$ cat src/hw/rtl/tcd_pkg.sv
`default_nettype none
package tcd_pkg;

    localparam logic [7:0] IAC  = 8'd255;
    localparam logic [7:0] DONT = 8'd254;
    localparam logic [7:0] WILL = 8'd251;
    localparam logic [7:0] SB   = 8'd250;
    localparam logic [7:0] SE   = 8'd240;

    // Result queue depth; a word can push up to two events.
    localparam int unsigned QDEPTH = 4;
    localparam int unsigned QAW    = $clog2(QDEPTH);

    typedef enum logic [2:0] {
        MODE_DATA    = 3'd0,
        MODE_IAC     = 3'd1,
        MODE_NEG_OPT = 3'd2,
        MODE_SB_OPT  = 3'd3,
        MODE_SB_DATA = 3'd4,
        MODE_SB_IAC  = 3'd5
    } mode_t;

    typedef enum logic [2:0] {
        EV_DATA    = 3'd0,
        EV_NEG     = 3'd1,
        EV_CMD     = 3'd2,
        EV_SBSTART = 3'd3,
        EV_SBDATA  = 3'd4,
        EV_SBEND   = 3'd5,
        EV_INCOMP  = 3'd6
    } event_kind_t;

    typedef struct packed {
        event_kind_t kind;
        logic [7:0]  command_code;
        logic [7:0]  option_code;
        logic [7:0]  value_byte;
        logic        run_last;
    } event_t;

    // Push request from the parser into the result queue.
    typedef struct packed {
        logic [1:0] count;
        event_t     ev0;
        event_t     ev1;
    } push_t;

endpackage
`default_nettype wire

$ cat src/hw/rtl/tcd_parser.sv
`default_nettype none
module tcd_parser (
    input  wire logic           aclk,
    input  wire logic           aresetn,
    input  wire logic           fire,
    input  wire logic [7:0]     rx_byte,
    input  wire logic           buffer_end,
    output tcd_pkg::push_t      push
);

    tcd_pkg::mode_t mode_reg, mode_next;
    logic [7:0]     held_reg, held_next;
    logic [7:0]     subopt_reg, subopt_next;

    always_ff @(posedge aclk) begin
        if (!aresetn) begin
            mode_reg   <= tcd_pkg::MODE_DATA;
            held_reg   <= '0;
            subopt_reg <= '0;
        end else if (fire) begin
            mode_reg   <= mode_next;
            held_reg   <= held_next;
            subopt_reg <= subopt_next;
        end
    end

    always_comb begin
        tcd_pkg::event_t ev0;
        tcd_pkg::event_t ev1;
        tcd_pkg::event_t inc;
        logic [1:0]      n;
        logic            cut_tail;

        ev0         = '0;
        ev1         = '0;
        inc         = '0;
        inc.kind    = tcd_pkg::EV_INCOMP;
        n           = 2'd0;
        cut_tail    = 1'b0;
        mode_next   = mode_reg;
        held_next   = held_reg;
        subopt_next = subopt_reg;

        unique case (mode_reg)
            tcd_pkg::MODE_IAC: begin
                if (rx_byte == tcd_pkg::IAC) begin
                    ev0.kind       = tcd_pkg::EV_DATA;
                    ev0.value_byte = tcd_pkg::IAC;
                    n              = 2'd1;
                    mode_next      = tcd_pkg::MODE_DATA;
                end else if (rx_byte >= tcd_pkg::WILL && rx_byte <= tcd_pkg::DONT) begin
                    held_next = rx_byte;
                    mode_next = tcd_pkg::MODE_NEG_OPT;
                end else if (rx_byte == tcd_pkg::SB) begin
                    mode_next = tcd_pkg::MODE_SB_OPT;
                end else begin
                    ev0.kind         = tcd_pkg::EV_CMD;
                    ev0.command_code = rx_byte;
                    n                = 2'd1;
                    mode_next        = tcd_pkg::MODE_DATA;
                end
            end
            tcd_pkg::MODE_NEG_OPT: begin
                ev0.kind         = tcd_pkg::EV_NEG;
                ev0.command_code = held_reg;
                ev0.option_code  = rx_byte;
                n                = 2'd1;
                mode_next        = tcd_pkg::MODE_DATA;
            end
            tcd_pkg::MODE_SB_OPT: begin
                subopt_next     = rx_byte;
                ev0.kind        = tcd_pkg::EV_SBSTART;
                ev0.option_code = rx_byte;
                n               = 2'd1;
                mode_next       = tcd_pkg::MODE_SB_DATA;
            end
            tcd_pkg::MODE_SB_DATA: begin
                if (rx_byte == tcd_pkg::IAC) begin
                    mode_next = tcd_pkg::MODE_SB_IAC;
                end else begin
                    ev0.kind        = tcd_pkg::EV_SBDATA;
                    ev0.option_code = subopt_reg;
                    ev0.value_byte  = rx_byte;
                    n               = 2'd1;
                end
            end
            tcd_pkg::MODE_SB_IAC: begin
                ev0.option_code = subopt_reg;
                n               = 2'd1;
                if (rx_byte == tcd_pkg::SE) begin
                    ev0.kind  = tcd_pkg::EV_SBEND;
                    mode_next = tcd_pkg::MODE_DATA;
                end else begin
                    ev0.kind       = tcd_pkg::EV_SBDATA;
                    ev0.value_byte = tcd_pkg::IAC;
                    mode_next      = tcd_pkg::MODE_SB_DATA;
                    // stray IAC in SB: emit 255 then the byte itself, unless the buffer ends on that byte
                    if (rx_byte != tcd_pkg::IAC) begin
                        if (buffer_end) begin
                            cut_tail = 1'b1;
                        end else begin
                            ev1.kind        = tcd_pkg::EV_SBDATA;
                            ev1.option_code = subopt_reg;
                            ev1.value_byte  = rx_byte;
                            n               = 2'd2;
                        end
                    end
                end
            end
            default: begin
                if (rx_byte == tcd_pkg::IAC) begin
                    mode_next = tcd_pkg::MODE_IAC;
                end else begin
                    ev0.kind       = tcd_pkg::EV_DATA;
                    ev0.value_byte = rx_byte;
                    n              = 2'd1;
                end
            end
        endcase

        // buffer cut mid-command; at most one event precedes it here
        if (buffer_end && (mode_next != tcd_pkg::MODE_DATA || cut_tail)) begin
            if (n == 2'd0) begin
                ev0 = inc;
            end else begin
                ev1 = inc;
            end
            n         = n + 2'd1;
            mode_next = tcd_pkg::MODE_DATA;
        end

        if (n == 2'd1) begin
            ev0.run_last = 1'b1;
        end
        if (n == 2'd2) begin
            ev1.run_last = 1'b1;
        end

        push.count = n;
        push.ev0   = ev0;
        push.ev1   = ev1;
    end

endmodule
`default_nettype wire

$ cat src/hw/rtl/tcd_event_queue.sv
`default_nettype none
module tcd_event_queue (
    input  wire logic            aclk,
    input  wire logic            aresetn,
    input  wire tcd_pkg::push_t  push,
    output logic                 room,
    output logic                 out_valid,
    input  wire logic            out_ready,
    output tcd_pkg::event_t      out_event
);

    tcd_pkg::event_t entry_reg [tcd_pkg::QDEPTH];
    logic [tcd_pkg::QAW-1:0] wp_reg, wp_next;
    logic [tcd_pkg::QAW-1:0] rp_reg, rp_next;
    logic [tcd_pkg::QAW:0]   cnt_reg, cnt_next;
    logic                    pop;

    assign out_valid = (cnt_reg != '0);
    assign out_event = entry_reg[rp_reg];
    assign pop       = out_valid && out_ready;
    // two free slots guarantee space for the largest push
    assign room      = (cnt_reg <= (tcd_pkg::QAW+1)'(tcd_pkg::QDEPTH - 2));

    always_comb begin
        wp_next  = wp_reg + tcd_pkg::QAW'(push.count);
        rp_next  = rp_reg + tcd_pkg::QAW'(pop);
        cnt_next = cnt_reg + (tcd_pkg::QAW+1)'(push.count) - (tcd_pkg::QAW+1)'(pop);
    end

    always_ff @(posedge aclk) begin
        if (!aresetn) begin
            wp_reg  <= '0;
            rp_reg  <= '0;
            cnt_reg <= '0;
        end else begin
            wp_reg  <= wp_next;
            rp_reg  <= rp_next;
            cnt_reg <= cnt_next;
        end
    end

    always_ff @(posedge aclk) begin
        if (push.count != 2'd0) begin
            entry_reg[wp_reg] <= push.ev0;
        end
        if (push.count == 2'd2) begin
            entry_reg[wp_reg + tcd_pkg::QAW'(1)] <= push.ev1;
        end
    end

endmodule
`default_nettype wire

$ cat src/hw/rtl/telnet_command_deframer.sv
`default_nettype none
// Channel  Direction  Ports
// s_       in         s_valid, s_ready, s_rx_byte[7:0], s_buffer_end
// m_       out        m_valid, m_ready, m_event_kind[2:0], m_command_code[7:0],
//                     m_option_code[7:0], m_value_byte[7:0], m_run_last
//
// One input word per cycle while the queue has room; each word yields zero to two events.
// One event leaves per cycle with m_ready high; input register feeds a 4-entry event queue.
// Input register drains into the parser only while the queue has at least two free slots.
// aresetn (synchronous) returns the parser to data mode and empties the queue.
module telnet_command_deframer (
    input  wire logic       aclk,
    input  wire logic       aresetn,
    input  wire logic       s_valid,
    output logic            s_ready,
    input  wire logic [7:0] s_rx_byte,
    input  wire logic       s_buffer_end,
    output logic            m_valid,
    input  wire logic       m_ready,
    output logic [2:0]      m_event_kind,
    output logic [7:0]      m_command_code,
    output logic [7:0]      m_option_code,
    output logic [7:0]      m_value_byte,
    output logic            m_run_last
);

    logic            in_valid_reg;
    logic [7:0]      in_byte_reg;
    logic            in_last_reg;
    logic            room;
    logic            fire;
    tcd_pkg::push_t  push;
    tcd_pkg::event_t head;

    assign fire    = in_valid_reg && room;
    assign s_ready = !in_valid_reg || room;

    always_ff @(posedge aclk) begin
        if (!aresetn) begin
            in_valid_reg <= 1'b0;
        end else if (s_ready) begin
            in_valid_reg <= s_valid;
        end
    end

    always_ff @(posedge aclk) begin
        if (s_ready && s_valid) begin
            in_byte_reg <= s_rx_byte;
            in_last_reg <= s_buffer_end;
        end
    end

    tcd_parser u_parser (
        .aclk       (aclk),
        .aresetn    (aresetn),
        .fire       (fire),
        .rx_byte    (in_byte_reg),
        .buffer_end (in_last_reg),
        .push       (push)
    );

    tcd_event_queue u_queue (
        .aclk      (aclk),
        .aresetn   (aresetn),
        .push      (fire ? push : '0),
        .room      (room),
        .out_valid (m_valid),
        .out_ready (m_ready),
        .out_event (head)
    );

    assign m_event_kind   = head.kind;
    assign m_command_code = head.command_code;
    assign m_option_code  = head.option_code;
    assign m_value_byte   = head.value_byte;
    assign m_run_last     = head.run_last;

endmodule
`default_nettype wire

$ cat config.mk
export PLATFORM = sky130hd
export DESIGN_NAME = telnet_command_deframer
export DESIGN_NICKNAME = d
export VERILOG_FILES = /design/src/hw/rtl/tcd_pkg.sv /design/src/hw/rtl/tcd_parser.sv /design/src/hw/rtl/tcd_event_queue.sv /design/src/hw/rtl/telnet_command_deframer.sv
export SDC_FILE = /design/constraint.sdc
export NUM_CORES = 1
export LEC_CHECK = 0
export BUFFER_PORTS_ARGS = -buffer_cell sky130_fd_sc_hd__clkbuf_2
export CAP_MARGIN = 0
export CORE_MARGIN = 2
export CORE_UTILIZATION = 45
export DETAILED_ROUTE_END_ITERATION = 8
export SYNTH_ARGS = -nofsm -noshare
export SYNTH_HDL_FRONTEND = slang
export SYNTH_HIERARCHICAL = 1
export SYNTH_SLANG_ARGS = --single-unit
$ cat constraint.sdc
create_clock -name aclk -period 6.7 [get_ports aclk]
set_input_delay 0.335 -clock aclk [delete_from_list [all_inputs] [get_ports aclk]]
set_output_delay 0.335 -clock aclk [all_outputs]
set_load 0.1 [all_outputs]
### Yosys cells after proc, flatten, opt, wreduce, memory -nomap -nowiden

Memories as Yosys holds them, arrays and structs flattened. A register that Yosys moved wholly into a read port is not among the register bits.
Index checks and enable logic that the tools add are counted.

| storage, ports and cells | value |
|---|---|
| flip-flop bits (word level) | 36 |
| RAM bits | 112 |
| input bits | 13 |
| logic and storage cells | 102 |
| memories kept | 1 |
| output and inout bits | 30 |

| operators by class | value |
|---|---|
| reduce and logical (&&, ||, !) cells | 15 |
| add/sub/neg operators | 6 |
| bitwise logic cells | 1 |
| magnitude comparators | 3 |
| equality and inequality tests | 12 |
| mux-type cells | 55 |

Memory list:

| name | depth | bits a word | read ports | clocked after memory_dff | wr ports | line | RTL |
|---|---|---|---|---|---|---|---|
| u_queue.entry_reg | 4 | 28 | 1 | 1 | 2 | tcd_event_queue.sv:12 | `tcd_pkg::event_t entry_reg [tcd_pkg::QDEPTH];` |

Operators by type and width:

| cell | number |
|---|---|
| $mux W28 | 4 |
| $mux W16 | 5 |
| $mux W58 | 1 |
| $mux W3 | 11 |
| $mux W8 | 4 |
| $pmux W8 S4 | 1 |
| $pmux W3 S5 | 2 |
| $eq A8 B8 Y1 const B | 3 |
| $pmux W8 S3 | 1 |
| $mux W2 | 9 |
| $pmux W8 S2 | 1 |
| $mux W1 | 13 |
| $mux W11 | 1 |
| $mux W10 | 1 |
| $ge A8 B8 Y1 const B | 1 |
| $le A8 B8 Y1 const B | 1 |
| $ne A8 B8 Y1 const B | 1 |
| $eq A3 B2 Y1 const B | 2 |
| $eq A3 B3 Y1 const B | 2 |
| $pmux W2 S3 | 1 |
| $reduce_bool A3 Y1 | 2 |
| $logic_and A1 B1 Y1 | 5 |
| $add A2 B1 Y2 const B | 2 |
| $eq A2 B2 Y1 const B | 2 |
| other kinds (15) | 16 |

### Logic depth before layout (Yosys ltp)

Gate-level depths: netlist (run 1).

| logic depth | value |
|---|---|
| word-level depth | 15 |
| depth in mapped cells | 17 |
| gate-level depth less buffers | 15 |

### Cells and area by module

Netlist (run 1), hierarchy kept.

Modules (own cells, without submodules):

| module | sequential area each (µm²) | times used | cells each | area an instance (µm²) |
|---|---|---|---|---|
| tcd_event_queue | 3503.4 | 1 | 315 | 6018.3 |
| tcd_parser | 380.4 | 1 | 239 | 1715.4 |
| telnet_command_deframer | 290.3 | 1 | 85 | 747.0 |

### Worst setup path after synthesis (run 1)

OpenSTA, ideal clock, no wires.

| timing | value |
|---|---|
| path type | flip-flop to flip-flop |
| from | register u_parser.mode_reg[1] |
| to | memory u_queue/entry_reg[0][0] (netlist bit) (enable) |
| cell stages (with the launch flop) | 12 |
| clock period less this slack | 5.019 ns |
| data required time | 6.248 ns |
| data arrival time | 4.567 ns |
| path slack | 1.681 ns |
| path buffers | 1 |
| setup time | 0.452 ns |
| cells stage by stage | dfxtp_1 clkbuf_1 inv_1 ha_1 o21ai_0 or3_1 o211ai_1 o31a_1 xnor2_1 and3_1 o21bai_1 o21ai_0 |

RTL lines:

| item | line | RTL |
|---|---|---|
| start, declared | tcd_parser.sv:11 | `tcd_pkg::mode_t mode_reg, mode_next;` |
| start signal, assigned | tcd_parser.sv:17 | `mode_reg <= tcd_pkg::MODE_DATA;` |
| start signal, assigned | tcd_parser.sv:21 | `mode_reg <= mode_next;` |
| end, declared | tcd_event_queue.sv:12 |  |

==> results of run 1 <==
[cells by family (layout without fill, tap and decap cells)]
group | count (synthesis) | after routing
flops | 148 | 148
simple gates | 187 | 187
other cells | 1 | 9
buf+inv | 69 | 98
compound gates | 75 | 75
fa+ha+maj | 7 | 7
mux | 148 | 148
xor+xnor | 4 | 4
[power by group]
group	switching [mW]	leakage [nW]	internal, mW
Clock	0.369	0.307	0.660
Sequential	0.0529	1.27	1.05
Combinational	0.712	1.98	0.224
Total	1.13	3.56	1.94
[critical path, delay by kind of cell (launching register included)]
family | cells | cell delay (ns)
AO/OA/AOI/OAI | 5 | 0.99
adder cells (fa/ha/maj) | 2 | 0.65
buffers and inverters | 3 | 1.06
flip-flops | 1 | 0.69
AND/OR/NAND/NOR | 3 | 1.07
[routing by layer]
layer	vias up	track usage
met5	-	0
met4	0	0.08474
li1	2463	-
met2	182	0.3158
met1	2598	0.2679
met3	47	0.04320
[worst max-delay path by stage]
stage	slack (ns)	depth (start not counted)	end	start
after floorplan	1.68	11	u_queue/entry_reg[0][0]$_DFFE_PP_	u_parser/mode_reg[1]$_SDFFE_PN0P_
after global placement	2.09	13	u_queue/entry_reg[2][23]$_DFFE_PP_	u_parser/mode_reg[2]$_SDFFE_PN0P_
after detailed placement	1.93	13	u_queue/entry_reg[2][23]$_DFFE_PP_	u_parser/mode_reg[2]$_SDFFE_PN0P_
after CTS	1.90	13	u_queue/entry_reg[2][6]$_DFFE_PP_	u_parser/mode_reg[2]$_SDFFE_PN0P_
after global routing	1.56	13	u_queue/entry_reg[2][14]$_DFFE_PP_	u_parser/mode_reg[2]$_SDFFE_PN0P_
final	1.85	13	u_queue/entry_reg[2][15]$_DFFE_PP_	u_parser/mode_reg[2]$_SDFFE_PN0P_
[layout make-up]
class,count,area [µm²],area share
Sequential cell,148,4177,0.4444
Clock inverter,13,202.7,0.02157
Clock buffer,19,432.9,0.04606
Timing Repair Buffer,54,300.3,0.03195
Multi-Input combinational cell,430,3949,0.4201
Tap cell,234,292.8,0.03115
Inverter,12,45.04,0.004792
[synthesized netlist by cell type (12+ instances only)]
| cell type | count |
|---|---|
| mux2_2 | 64 |
| a21oi_1 | 15 |
| mux4_2 | 28 |
| nand2_1 | 34 |
| buf_4 | 14 |
| nor2b_1 | 12 |
| a22oi_1 | 15 |
| clkbuf_1 | 23 |
| and2_1 | 22 |
| mux2_4 | 38 |
| edfxtp_1 | 121 |
| dfxtp_1 | 27 |
| and3_1 | 60 |
| inv_1 | 12 |
| nor2_1 | 24 |
[stage by stage]
stage	power (mW)	setup WS, ns	hold slack, ns
2_1_floorplan	1.921	1.681	0.4339
3_3_place_gp	2.060	2.090	0.4527
3_5_place_dp	2.071	1.933	0.4674
4_1_cts	3.102	1.901	0.05866
5_1_grt	3.183	1.558	0.06539
6_report	3.073	1.854	0.07737
==> flow_metrics.env, run 1 <==
export IMPL_drt_wl_total_mm=19.17
export IMPL_muxShareOfSynthArea=0.2495
export IMPL_synth_top_cell_by_area="edfxtp_1"
export IMPL_rsz0062_at_grt="false"
export IMPL_powerDensity_nw_per_um2=326.9
export IMPL_stdcell_count=910
export IMPL_crit_path_start_kind="register"
export IMPL_avgRoutedWirePerCell_um=21.07
export IMPL_grt_overflow_total=0
export IMPL_die_h_um=141.3
export IMPL_cts_root_buf="clkbuf_16"
export IMPL_drc=0
export IMPL_antenna_found_initial=0
export IMPL_status="complete, no violations"
export IMPL_design_core_area_um2=18580
export IMPL_io_pins=43
export IMPL_yosys_warnings=6
export IMPL_reg2reg_depth=13
export IMPL_synth_simple_area_share=0.1241
export IMPL_final_cell_mix="edfxtp_1 (121), mux2_2 (64), and3_1 (60)"
export IMPL_critPathRequiredTime_ns=6.77
export IMPL_reg2reg_from="u_parser/mode_reg[2]$_SDFFE_PN0P_"
export IMPL_highest_signal_layer="met4"
export IMPL_reg2reg_to="u_queue/entry_reg[2][15]$_DFFE_PP_"
export IMPL_syn_area_per_cell_um2=13.27
export IMPL_min_from="s_rx_byte[1]"
export IMPL_synth_top_family_by_area="multiplexers"
export IMPL_io_buffers=42
export IMPL_cp_cell_sequence="inv_1 > ha_1 > or3b_2 > o311a_1 > o41a_1 > a311oi_2 > ha_1 > a21o_1 > and3_1 > and4bb_1 > buf_4 > o21bai_2 > buf_4"
export IMPL_whs_endpoint="in_byte_reg[1]$_DFFE_PP_"
export IMPL_ys_ff_latch=148
export IMPL_drt_antenna_violating_nets=0
export IMPL_slew_limit_headroom=0.3215
export IMPL_std_cell_rows=50
export IMPL_final_common_cell="edfxtp_1"
export IMPL_nets=683
export IMPL_fin_crit_sh=0.7233
export IMPL_synth_cell_types=60
export IMPL_die_area_um2=19960
export IMPL_synth_fa_ha_area_frac=0.01121
export IMPL_yosysSeqAreaShare=0.4922
export IMPL_setup_viol=0
export IMPL_endpoint_kind="register"
export IMPL_clockBufferDepth=2
export IMPL_hold_viol=0
export IMPL_arrival_ns=4.92
export IMPL_grt_pass1_vias=5403
export IMPL_ir_drop_mv=0.1685
export IMPL_syn_area_um2=8481
export IMPL_timing_worst_setup_path_type="reg2reg"
export IMPL_post_cts_buffers=0
export IMPL_grt_max_degree=61
export IMPL_synth_area_leaders="edfxtp_1 (43%), mux2_2 (8.5%), mux4_2 (7.4%)"
export IMPL_clk_pin_slew_ns=0.06
export IMPL_clkLatencyLatePin_ns=0.43
export IMPL_numCtsBuffers=17
export IMPL_grt_pass1_wl_mm=30.19
export IMPL_cpMaxStageDelayCell="dfxtp_1"
export IMPL_holdPathStages=1
export IMPL_grtUsageTotal=0.1996
export IMPL_final_area_um2=9399
export IMPL_max_freq_mhz=206.3
export IMPL_dp_hpwl_mm=11.70
export IMPL_final_layout_size_suffix_gt1_frac=0.3417
export IMPL_wl_met2_mm=8.947
export IMPL_wl_met3_um=969
export IMPL_synth_compound_area_frac=0.06388
export IMPL_fin_crit_ns=4.846
export IMPL_critPathMaxStageDelay_ns=0.69
export IMPL_n_antenna_cell=0
export IMPL_met1_length_mm=8.639
export IMPL_ys_async_sr_fraction=0
export IMPL_tritoncts="built"
export IMPL_vias=5290
export IMPL_htreeDepth=4
export IMPL_largest_reg_flops=112
export IMPL_worst_pin_slew_ns=1.010
export IMPL_synthXorXnorAreaFrac=0.007377
export IMPL_cts_resized_gates=0
export IMPL_drv_cap=0
export IMPL_syn_to_final_growth_pct=10.83
export IMPL_fp_dieW_um=141.3
export IMPL_cts_sinks=148
export IMPL_power_leakage_nw=3.558
export IMPL_placedInstanceArea_um2=8763
export IMPL_dr_first_iter_drc_count=576
export IMPL_reg2reg_slack_ns=1.85
export IMPL_tns_ns=0
export IMPL_first_pass_iters=7
export IMPL_yosysTopAreaCellShare=0.4284
export IMPL_fillers=1587
export IMPL_syn_inst=639
export IMPL_start_util=0.4564
export IMPL_slew_viol_final=0
export IMPL_cts_hold_buffers_added=0
export IMPL_synth_edf_count=121
export IMPL_skew_ns=0.008621
export IMPL_min_path_type="in2reg"
export IMPL_finalWeightedCongestion=0.8860
export IMPL_via_per_inst=5.813
export IMPL_dpl_cell_count=878
export IMPL_utilization=0.5059
export IMPL_cp_max_fo=29
export IMPL_ys_flop_type="edfxtp_1"
Note: power is estimated with default switching activity, not from simulation.
==> run 2, diff against run 1 <==
==> constraint.sdc (replaced) <==
create_clock -name aclk -period 4.9 [get_ports aclk]
set_input_delay 0.245 -clock aclk [delete_from_list [all_inputs] [get_ports aclk]]
set_output_delay 0.245 -clock aclk [all_outputs]
set_load 0.1 [all_outputs]
==> run 2 against run 1 <==
Final cell count increased by 1.8%. Via count is 2.5% higher. Count of clock-buffer cells in the layout did not move. Power up 33%. Global-route usage grew 0.42 points. Die area did not move. Register-to-register slack worse by 0.98 ns. Wire length grew 3.5%. Non-clock buffer count up 16. Sequential power up 40%. Flip-flop and latch count is the same. Sequential share of layout area shrank 0.69 points. Largest cell class unchanged. Largest power group unchanged.
==> flow_metrics.env, run 2 (same netlist as run 1, synthesis figures left out) <==
export IMPL_grt_max_degree=50
export IMPL_p_int_mw=2.505
export IMPL_tns_ns=0
export IMPL_grt_pass1_vias=5591
export IMPL_clk_pin_slew_ns=0.06
export IMPL_grtUsageTotal=0.2039
export IMPL_use_met1=0.2719
export IMPL_numCtsBuffers=17
export IMPL_skew_ns=0.009141
export IMPL_post_cts_buffers=0
export IMPL_vias=5424
export IMPL_power_leakage_nw=3.608
export IMPL_fp_dieW_um=141.3
export IMPL_met2_usage=0.3365
export IMPL_antenna_found_initial=0
export IMPL_reg2reg_from="in_byte_reg[5]$_DFFE_PP_"
export IMPL_via_per_inst=5.857
export IMPL_worst_pin_slew_ns=1.004
export IMPL_seqPwrFrac=0.380
export IMPL_slew_viol_final=0
export IMPL_drt_wl_total_mm=19.84
export IMPL_dp_hpwl_mm=11.95
export IMPL_endpoint_kind="register"
export IMPL_max_freq_mhz=248.1
export IMPL_cts_resized_gates=0
export IMPL_use_met3=0.03105
export IMPL_timing_worst_setup_path_type="reg2reg"
export IMPL_grt_busiest_layer="met2"
export IMPL_syn_to_final_growth_pct=12.57
export IMPL_fin_crit_ns=4.030
export IMPL_hold_viol=0
export IMPL_grt_overflow_total=0
export IMPL_die_h_um=141.3
export IMPL_final_layout_size_suffix_gt1_frac=0.3425
export IMPL_drv_cap=0
export IMPL_ir_drop_mv=0.2417
export IMPL_clkLatencyLatePin_ns=0.42
export IMPL_final_cell_mix="edfxtp_1 (121), mux2_2 (64), and3_1 (60)"
export IMPL_status="complete, no violations"
export IMPL_rsz0062_at_grt="false"
export IMPL_arrival_ns=4.20
export IMPL_min_path_type="in2reg"
export IMPL_finalWeightedCongestion=0.8898
export IMPL_cp_startpoint="in_byte_reg[5]$_DFFE_PP_"
export IMPL_critPathRequiredTime_ns=5.07
export IMPL_avgRoutedWirePerCell_um=21.43
export IMPL_setup_viol=0
export IMPL_cp_max_fo=23
export IMPL_cts_root_buf="clkbuf_16"
export IMPL_cts_sinks=148
export IMPL_utilization=0.5138
export IMPL_tritoncts="built"
export IMPL_fin_crit_sh=0.8225
export IMPL_powerDensity_nw_per_um2=427.2
export IMPL_drt_antenna_violating_nets=0
export IMPL_drc=0
export IMPL_slew_limit_headroom=0.3253
export IMPL_io_pins=43
export IMPL_largest_reg_flops=112
export IMPL_n_antenna_cell=0
export IMPL_clockBufferDepth=2
export IMPL_crit_path_start_kind="register"
export IMPL_min_from="s_valid"
export IMPL_io_buffers=42
export IMPL_first_pass_iters=7
export IMPL_final_common_cell="edfxtp_1"
export IMPL_design_core_area_um2=18580
export IMPL_nets=699
export IMPL_p_comb_frac=0.311
export IMPL_htreeDepth=4
export IMPL_start_util=0.4564
export IMPL_std_cell_rows=50
export IMPL_power_switching_share=0.3858
export IMPL_p_clk_frac=0.310
export IMPL_die_area_um2=19960
export IMPL_dr_first_iter_drc_count=425
export IMPL_grt_pass1_wl_mm=31.08
export IMPL_reg2reg_slack_ns=0.87
export IMPL_p_sw_mw=1.573
-- run 2: cell count changes in the layout (fill, tap and decap cells not counted), sizes merged --
cell	previous run	this run
dlygate4sd3	0	9
clkinvlp	1	4
bufinv	5	2
inv	15	14
buf	12	19
clkinv	4	5
-- run 2: path summary, 6_finish.rpt --
path,endpoint,cells past startpoint
max,u_queue/entry_reg[2][9]$_DFFE_PP_,10
min,in_valid_reg$_SDFFE_PN0P_,3
min reg2reg,u_parser/held_reg[6]$_SDFFE_PN0P_,1
max reg2reg,u_queue/entry_reg[2][9]$_DFFE_PP_,10
-- run 2: metrics by stage --
| stage | setup slack (ns) | instances | cell area, µm² | power, mW | hold slack (ns) |
|---|---|---|---|---|---|
| after floorplan | 0.5764 | 647 | 8511 | 2.625 | 0.3439 |
| after global placement | 0.9480 | 885 | 8891 | 2.836 | 0.4224 |
| after detailed placement | 0.8938 | 885 | 8891 | 2.847 | 0.4251 |
| after CTS | 0.8985 | 926 | 9547 | 4.115 | 0.1172 |
| after global routing | 0.6755 | 926 | 9547 | 4.223 | 0.1466 |
| final | 0.8696 | 926 | 9547 | 4.078 | 0.1089 |
-- run 2: per-layer routing --
metal  vias to the layer above  wire length, µm
li1                       2496                -
met1                      2736             8954
met2                       159             9567
met3                        33              837
met4                         0              480
met5                         -                0
-- run 2: final cells by class --
type,count,area (µm²)
fill,1610,9034
sequential,148,4177
multi-input combinational,430,3949
timing repair buffer,70,518.0
clock buffer,19,432.9
tap,234,292.8
clock inverter,13,132.6
inverter,12,45.04
-- run 2: critical path, cell delays in order, from the launching register on --
cell and delay, ns:
edfxtp_1 0.63, nand4_1 0.40, o311a_1 0.45, o41a_1 0.13, a311oi_2 0.43, ha_1 0.24, a21o_1 0.12, and3_1 0.30
and4bb_1 0.28, buf_4 0.38, mux2_2 0.39
-- run 2: power groups by stage --
stage	Combinational (mW)	Clock, mW	Sequential (mW)
floorplan	1.13	0	1.50
global placement	1.26	0	1.57
detailed placement	1.27	0	1.58
CTS	1.28	1.29	1.55
global route	1.33	1.33	1.56
finish	1.27	1.26	1.55
-- run 2: timing repair --
action,4_1_cts,5_1_grt
hold buffers,9,0
setup endpoints to repair,0,0
endpoints found under the hold margin,9,0
==> run 3, diff against run 2 <==
--- a/config.mk
+++ b/config.mk
@@ -5,6 +5,7 @@
 export SDC_FILE = /design/constraint.sdc
 export NUM_CORES = 1
 export LEC_CHECK = 0
+export ABC_AREA = 1
 export BUFFER_PORTS_ARGS = -buffer_cell sky130_fd_sc_hd__clkbuf_2
 export CAP_MARGIN = 0
 export CORE_MARGIN = 2
==> constraint.sdc (replaced) <==
create_clock -name aclk -period 3.3 [get_ports aclk]
set_input_delay 0.165 -clock aclk [delete_from_list [all_inputs] [get_ports aclk]]
set_output_delay 0.165 -clock aclk [all_outputs]
set_load 0.1 [all_outputs]
==> run 3 against run 2 <==
Critical path type unchanged. Non-clock buffer count rose by 21. Power rose by 57%. Clock skew fell by 0.0011 ns. Largest power group is now combinational cells. Global-route usage rose by 0.50 points. Combinational power rose by 80%.
==> flow_metrics.env, run 3 <==
export IMPL_fp_dieW_um=142.1
export IMPL_synth_commonest_cells="nand2_1 (181), nor2_1 (162), inv_1 (138), o21ai_0 (134), edfxtp_1 (121)"
export IMPL_drv_cap=0
export IMPL_dr_first_iter_drc_count=420
export IMPL_min_from="m_ready"
export IMPL_cts_root_buf="clkbuf_16"
export IMPL_design_core_area_um2=18710
export IMPL_clockBufferDepth=2
export IMPL_vias=6844
export IMPL_tns_ns=0
export IMPL_first_pass_iters=5
export IMPL_setup_ws_ns=0.2209
export IMPL_yosysTopAreaCellShare=0.4235
export IMPL_syn_area_um2=8579
export IMPL_reg2reg_depth=21
export IMPL_io_pins=43
export IMPL_fin_crit_ns=3.079
export IMPL_whs_endpoint="u_queue/rp_reg[0]$_SDFF_PN0_"
export IMPL_std_cell_rows=50
export IMPL_reg2reg_to="u_queue/cnt_reg[2]$_SDFF_PN0_"
export IMPL_ir_drop_mv=0.3763
export IMPL_endpoint_kind="register"
export IMPL_htreeDepth=4
export IMPL_holdWs_ns=0.07053
export IMPL_n_antenna_cell=0
export IMPL_crit_path_start_kind="register"
export IMPL_tritoncts="built"
export IMPL_drt_wl_total_mm=20.14
export IMPL_max_freq_mhz=324.8
export IMPL_grt_overflow_total=0
export IMPL_numCtsBuffers=17
export IMPL_yosysSeqAreaShare=0.4865
export IMPL_dp_hpwl_mm=12.91
export IMPL_ys_async_sr_fraction=0
export IMPL_final_layout_size_suffix_gt1_frac=0.1802
export IMPL_power_leakage_nw=3.460
export IMPL_grtUsageTotal=0.2089
export IMPL_ys_flop_type="edfxtp_1"
export IMPL_grt_pass1_vias=6362
export IMPL_status="complete, no violations"
export IMPL_pre_cts_slack_ns=0.06117
export IMPL_holdPathStages=3
export IMPL_drc=0
export IMPL_antenna_found_initial=0
export IMPL_final_cell_mix="nand2_1 (178), nor2_1 (158), o21ai_0 (134)"
export IMPL_yosys_warnings=6
export IMPL_syn_area_per_cell_um2=8.289
export IMPL_final_common_cell="nand2_1"
export IMPL_cp_max_fo=7
export IMPL_skew_ns=0.008076
export IMPL_largest_reg_flops=112
export IMPL_start_util=0.4587
export IMPL_synth_top_cell_by_area="edfxtp_1"
export IMPL_slew_limit_headroom=0.4317
export IMPL_syn_to_final_growth_pct=14.36
export IMPL_synth_area_leaders="edfxtp_1 (42%), nand2_1 (7.9%), o21ai_0 (7.8%)"
export IMPL_nets=1106
export IMPL_synth_cell_types=40
export IMPL_finalWeightedCongestion=0.9262
export IMPL_synth_edf_count=121
export IMPL_ys_ff_latch=148
export IMPL_powerDensity_nw_per_um2=654.2
export IMPL_grt_pass1_wl_mm=32.45
export IMPL_die_h_um=142.1
export IMPL_reg2reg_from="in_byte_reg[3]$_DFFE_PP_"
export IMPL_min_path_type="in2reg"
export IMPL_grt_max_degree=60
export IMPL_cts_sinks=148
export IMPL_arrival_ns=3.40
export IMPL_synthMostInstantiatedCell="nand2_1"
export IMPL_hold_viol=0
export IMPL_timing_worst_setup_path_type="reg2reg"
export IMPL_worst_pin_slew_ns=0.8525
export IMPL_die_area_um2=20190
export IMPL_syn_inst=1035
export IMPL_clk_pin_slew_ns=0.06
export IMPL_setup_viol=0
export IMPL_drt_antenna_violating_nets=0
export IMPL_slew_viol_final=0
export IMPL_clkLatencyLatePin_ns=0.42
export IMPL_reg2reg_slack_ns=0.22
export IMPL_io_buffers=42
export IMPL_via_per_inst=5.134
export IMPL_avgRoutedWirePerCell_um=15.11
export IMPL_critPathRequiredTime_ns=3.62
export IMPL_fin_crit_sh=0.9331
[run 3: changes by cell type after synthesis, moves of 12 or more]
cell and change:
o22ai_1 +35, and2_1 -22, o21ai_0 +129, o21ai_2 +26, o21ai_1 +21, mux4_2 -28, nor2_1 +138, a21oi_1 +17
nand2_1 +147, and3_1 -60, mux2_4 -38, nor2b_1 -12, inv_1 +126, mux2_2 -64
[run 3: cell families after synthesis]
kind of cell	Yosys count	synth area share
and+or+nand+nor	397	0.2020
AOI/OAI and AO/OA	269	0.1797
buffers and inverters	211	0.1183
DFF	148	0.4865
adders and majority gates	7	0.01108
xor gates and xnor gates	2	0.002042
other	1	0.0004371
[run 3: critical path, stage by stage, from the launching register on]
cell and delay, ns:
edfxtp_1 0.50, inv_2 0.12, nand2_1 0.07, nor2_2 0.12
nand3_1 0.09, nand2_1 0.10, nor2_1 0.04, nand3_1 0.07
nand2_2 0.07, ha_1 0.28, nand3_1 0.09, nand2_2 0.08
inv_1 0.06, nor2_4 0.11, inv_2 0.08, ha_1 0.28
inv_1 0.05, fa_1 0.42, xor2_1 0.18, nand2_1 0.07
nand2_1 0.06, nor2_1 0.04
[run 3: routing by layer]
| metal | wire length (µm) | global-route usage | share of wire | vias up |
|---|---|---|---|---|
| met1 | 9304 | 0.2800 | 0.46 | 3131 |
| li1 | - | - | - | 3498 |
| met2 | 9478 | 0.3412 | 0.47 | 185 |
| met3 | 984 | 0.04206 | 0.049 | 30 |
| met5 | 0 | 0 | 0 | - |
| met4 | 367 | 0.06789 | 0.018 | 0 |
[run 3: final cells by class]
cell class              count  area, µm²
fillers                  1720       8894
flip-flops and latches    148       4177
multi-input cells         684       3503
repair buffers             91      703.2
inverters                 144      540.5
clock buffers              21      471.7
well taps                 234      292.8
clock inverters            11      123.9
[run 3: repair_timing]
| action | CTS | global route |
|---|---|---|
| resized for setup | 0 | 11 |
| setup endpoints to repair | 0 | 10 |
| hold buffers | 10 | 0 |
| hold endpoints to repair | 10 | 0 |
| setup buffers | 0 | 9 |
[run 3: report_power, final]
group	internal, mW	switching [mW]
clock network	1.18	0.747
logic	0.392	1.90
registers	2.15	0.0507
total	3.72	2.70
[run 3: worst max path at each step]
stage / from / to / slack (ns)
after CTS: in_byte_reg[2]$_DFFE_PP_ / u_queue/cnt_reg[2]$_SDFF_PN0_ / 0.02
after global routing: in_byte_reg[3]$_DFFE_PP_ / u_queue/cnt_reg[2]$_SDFF_PN0_ / -0.008
after floorplan: in_byte_reg[6]$_DFFE_PP_ / u_queue/entry_reg[0][0]$_DFFE_PP_ / 0.006
final: in_byte_reg[3]$_DFFE_PP_ / u_queue/cnt_reg[2]$_SDFF_PN0_ / 0.22
after detailed placement: in_byte_reg[2]$_DFFE_PP_ / u_queue/cnt_reg[2]$_SDFF_PN0_ / 0.06
after global placement: in_byte_reg[3]$_DFFE_PP_ / u_queue/cnt_reg[2]$_SDFF_PN0_ / 0.12
[run 3: stage by stage]
stage	instance area, µm²	cells	total power [mW]	utilization
after detailed placement	9032	1282	4.529	0.4829
after global routing	9812	1333	6.679	0.5245
after CTS	9728	1324	6.462	0.5201
final	9812	1333	6.419	0.5245
after floorplan	8675	1043	4.138	-
after global placement	9032	1282	4.519	0.4829
